### src/rtl/ort_pkg.sv
package ort_pkg;

    localparam int TABLE_SLOTS_D = 64;
    localparam int PEER_COUNT_D  = 64;
    localparam int BLOCK_BITS_D  = 32;
    localparam int TIME_BITS_D   = 32;

    localparam int CNT_W = 7;

    localparam logic [2:0] K_ADD      = 3'd0;
    localparam logic [2:0] K_RM_PAIR  = 3'd1;
    localparam logic [2:0] K_RM_PEER  = 3'd2;
    localparam logic [2:0] K_RM_BLOCK = 3'd3;
    localparam logic [2:0] K_QUERY    = 3'd4;
    localparam logic [2:0] K_BEFORE   = 3'd5;

    localparam logic [1:0] ST_OK    = 2'd0;
    localparam logic [1:0] ST_MISS  = 2'd1;
    localparam logic [1:0] ST_FULL  = 2'd2;

    typedef enum logic [2:0] {
        S_IDLE,
        S_EVAL,
        S_CNT1,
        S_CNT2,
        S_EMIT
    } t_state;

    typedef struct packed {
        logic wr;
        logic clr;
    } t_cell_ctl;

    typedef struct packed {
        logic valid;
        logic pair;
        logic peer;
        logic blk;
        logic older;
    } t_cell_hit;

    function automatic logic [3:0] popcnt8(input logic [7:0] v);
        logic [3:0] s;
        s = '0;
        for (int k = 0; k < 8; k++) begin
            s = s + {3'b000, v[k]};
        end
        return s;
    endfunction

endpackage

### src/rtl/ort_cell.sv
module ort_cell
    import ort_pkg::*;
#(
    parameter int BLOCK_BITS = BLOCK_BITS_D,
    parameter int TIME_BITS  = TIME_BITS_D
) (
    input  logic                  i_clk,
    input  logic                  i_rst_n,
    input  t_cell_ctl             i_ctl,
    input  logic [BLOCK_BITS-1:0] i_block,
    input  logic [5:0]            i_peer,
    input  logic [TIME_BITS-1:0]  i_when,
    input  logic                  i_free_before,
    output logic                  o_free_before,
    output logic                  o_first_free,
    output t_cell_hit             o_hit,
    output logic [BLOCK_BITS-1:0] o_block,
    output logic [5:0]            o_peer
);

    logic                  r_valid;
    logic [BLOCK_BITS-1:0] r_block;
    logic [5:0]            r_peer;
    logic [TIME_BITS-1:0]  r_time;

    always_ff @(posedge i_clk) begin
        if (!i_rst_n) begin
            r_valid <= 1'b0;
        end else if (i_ctl.wr) begin
            r_valid <= 1'b1;
        end else if (i_ctl.clr) begin
            r_valid <= 1'b0;
        end
    end

    always_ff @(posedge i_clk) begin
        if (i_ctl.wr) begin
            r_block <= i_block;
            r_peer  <= i_peer;
            r_time  <= i_when;
        end
    end

    // pass the free token up the row: the first empty cell claims it
    assign o_first_free  = !r_valid && !i_free_before;
    assign o_free_before = i_free_before || !r_valid;

    always_comb begin
        o_hit.valid = r_valid;
        o_hit.peer  = r_valid && (r_peer == i_peer);
        o_hit.blk   = r_valid && (r_block == i_block);
        o_hit.pair  = o_hit.peer && o_hit.blk;
        o_hit.older = r_valid && (r_time < i_when);
    end

    assign o_block = r_block;
    assign o_peer  = r_peer;

endmodule

### config.mk
export PLATFORM = sky130hd
export DESIGN_NAME = ort_cell
export DESIGN_NICKNAME = d
export VERILOG_FILES = /design/src/rtl/ort_pkg.sv /design/src/rtl/ort_cell.sv
export SDC_FILE = /design/constraint.sdc
export NUM_CORES = 1
export LEC_CHECK = 0
export ABC_AREA = 1
export CAP_MARGIN = 20
export CORE_MARGIN = 2
export CORE_UTILIZATION = 35
export DETAILED_ROUTE_END_ITERATION = 8
export DONT_BUFFER_PORTS = 1
export PLACE_DENSITY_LB_ADDON = 0.08
export SLEW_MARGIN = 20
export SYNTH_ARGS = -nofsm -noshare
export SYNTH_HDL_FRONTEND = slang
export SYNTH_SLANG_ARGS = --single-unit
export TNS_END_PERCENT = 50
### constraint.sdc
create_clock -name i_clk -period 2.55 [get_ports i_clk]
set_clock_uncertainty 0.2 [all_clocks]
set_input_delay 0.255 -clock i_clk [delete_from_list [all_inputs] [get_ports i_clk]]
set_output_delay 0.255 -clock i_clk [all_outputs]
set_load 0.05 [all_outputs]
==> metrics.yaml <==
run_status:
  status: "finished clean"
place:
  place_hpwl_um: 5210
  dp_slack_ns: 0.554
  dpl_cell_area_um2: 4060
  gp_congestion: 0.780
  port-buffer-count: 0
synthesis:
  ys_top_cells_by_count: "edfxtp_1, inv_1, nand2_1, ha_1, xnor2_1"
  synth_fp_nets: 431
  synth_top_cell_by_area: "edfxtp_1"
  synth-seq-cells: 71
  synth.distinct_cells: 30
  synth_edf_count: 70
  synth_seq_area_share: 0.592
  synth_ff_type: "edfxtp_1"
  synth_most_common_cell: "edfxtp_1"
  synth_async_sr_flop_share: 0
  netlist_top_cells_area: "edfxtp_1, ha_1, inv_1"
  syn_inst: 325
  netlist_area_um2: 3580
  synth.top_cell.area_share: 0.587
  yosysWarnings: 0
  syn_avg_cell_area_um2: 11.0
clock_network:
  clock_sinks: 71
  cts_root_buf: "clkbuf_8"
  post_cts_resized: 0
  cts_made_buffers: 9
  h-tree-depth: 3
  cts_tree: "done"
  cts_hold_buf: 73
  post_cts_buffers: 0
  clkSlewWorstSetupHoldPaths_ns: 0.08
  clk_path_buf_depth: 2
  clk_latency_ns: 0.33
final_layout:
  drive_gt1_frac: 0.146
  final_nets: 554
  design_area_um2: 4980
  n_antenna_cell: 0
  area_growth_syn_to_layout_pct: 39.0
power_and_ir_drop:
  pwr-share-seq: 0.497
  power.density_nw_per_um2: 582
  combPwrFrac: 0.208
  p_clk_frac: 0.295
  p_switching_mw: 0.829
  p_int_mw: 2.07
  cellLeakagePower_nw: 2.18
  swShare: 0.286
  p_total_mw: 2.90
  ir_drop_mv: 0.326
floorplanning:
  dieHeight_um: 105
  io_pins: 120
  coreArea_um2: 9860
  initial_core_util: 0.363
  dieArea_um2: 11100
  rows: 36
  die_w_um: 105
setup_path:
  cp-start-kind: "flip-flop"
  cp.arrival_ns: 1.91
  worstPathRequired_ns: 2.10
  crit_fanout: 2
  critical_path_class: "reg -> out"
  endpoint_kind: "output pin"
detailed_routing:
  num_vias: 2563
  routed_via_density: 4.37
  routed_wl_um: 7790
  wl_per_cell_um: 13.3
  ant_nets: 0
  drt_pre_antenna_iters: 4
  drt_iter0_markers: 63
  drc: 0
timing:
  worst_slew_pin_slew_ns: 0.542
  rsz0062_at_grt: "false"
  fin_setup_tns_ns: 0
  finalCritPeriodShare: 0.926
  fmax_mhz: 423
  relSlewSlack: 0.639
  fin_crit_ns: 2.36
  hold_viol_final: 0
  setup_viol: 0
  slew_violations: 0
  fin_ws_ns: 0.188
global_routing:
  grt_pass1_wl_um: 12900
  grt_pass1_vias: 2768
  antenna_found_initial: 0
  grt_max_degree: 72
  grt-ovfl-total: 0
  grt_use_total: 0.150
hold_path:
  hp-class: "in -> reg"
job:
  maxCapViolCount: 0
[critical path: stages (launching register included)]
cell,delay [ns]
edfxtp_1,0.37
ha_1,0.30
a21oi_1,0.13
nor2_1,0.05
nor3_1,0.12
nand2_1,0.09
nand2_1,0.07
nand2_1,0.07
a21oi_1,0.16
buf_4,0.22
[power by group through the flow]
| stage | combinational [mW] | sequential, mW | clock, mW |
|---|---|---|---|
| 2_1_floorplan | 0.213 | 1.62 | 0 |
| 6_report | 0.604 | 1.44 | 0.856 |
| 3_3_place_gp | 0.489 | 1.47 | 0 |
| 5_1_grt | 0.672 | 1.45 | 0.935 |
| 4_1_cts | 0.610 | 1.44 | 0.899 |
| 3_5_place_dp | 0.489 | 1.47 | 0 |
[stage by stage]
stage	hold WS, ns	utilization	std cells
after floorplan	0.154	-	325
after global placement	0.154	0.411	497
after detailed placement	0.154	0.411	497
after CTS	0.129	0.505	586
after global routing	0.149	0.505	586
final	0.139	0.505	586
[cells in the final DEF, fill, tap and decap left out, types with 2 or more instances in the layout]
master / n
nor2_2: 4
nor3_1: 3
inv_1: 61
xnor2_1: 17
nand3_1: 9
o21ai_1: 8
clkbuf_8: 9
inv_2: 2
dlygate4sd3_1: 72
o21ai_0: 6
or2_0: 2
ha_1: 31
nor2_1: 16
nand3b_1: 2
o21a_1: 3
edfxtp_1: 70
a21oi_1: 16
o22ai_1: 2
nand2_1: 57
or2_1: 2
buf_4: 39
clkinv_2: 2
clkinv_1: 6
[flip-flops by register name (all words and copies together) (netlist names)]
| name | flops |
|---|---|
| r_time | 32 |
| o_block | 32 |
| o_peer | 6 |
| r_valid | 1 |
[kinds of logic after synthesis]
logic type,after synthesis,share of synthesized area
AOI/OAI and AO/OA,37,0.0562
xor gates and xnor gates,18,0.0440
adders and majority gates,31,0.108
buffers and inverters,67,0.0712
DFF,71,0.592
and+or+nand+nor,101,0.128
[metal layers]
layer  GRT usage  vias up  wire [um]
met3      0.0405       13        522
met2       0.232       80       3560
li1            -     1328          -
met5           0        -          0
met1       0.191     1142       3540
met4      0.0781        0        168
[path summary, 6_finish.rpt]
check,start,endpoint,slack (ns),cells past startpoint
max,r_time[5]$_DFFE_PP_,o_hit[0],0.19,9
min,i_ctl[1],o_block[20]$_DFFE_PP_,0.14,1
max reg2reg,r_valid$_SDFFE_PN0P_,r_valid$_SDFFE_PN0P_,1.02,4
min reg2reg,r_valid$_SDFFE_PN0P_,r_valid$_SDFFE_PN0P_,1.01,4
[layout make-up]
| class | count | area [um^2] |
|---|---|---|
| Inverter | 66 | 248 |
| Multi-Input combinational cell | 187 | 1210 |
| Sequential cell | 71 | 2120 |
| Fill cell | 914 | 4880 |
| Timing Repair Buffer | 113 | 1060 |
| Tap cell | 133 | 166 |
| Clock inverter | 6 | 51.3 |
| Clock buffer | 10 | 128 |
Power figures use the tool's default switching activity.
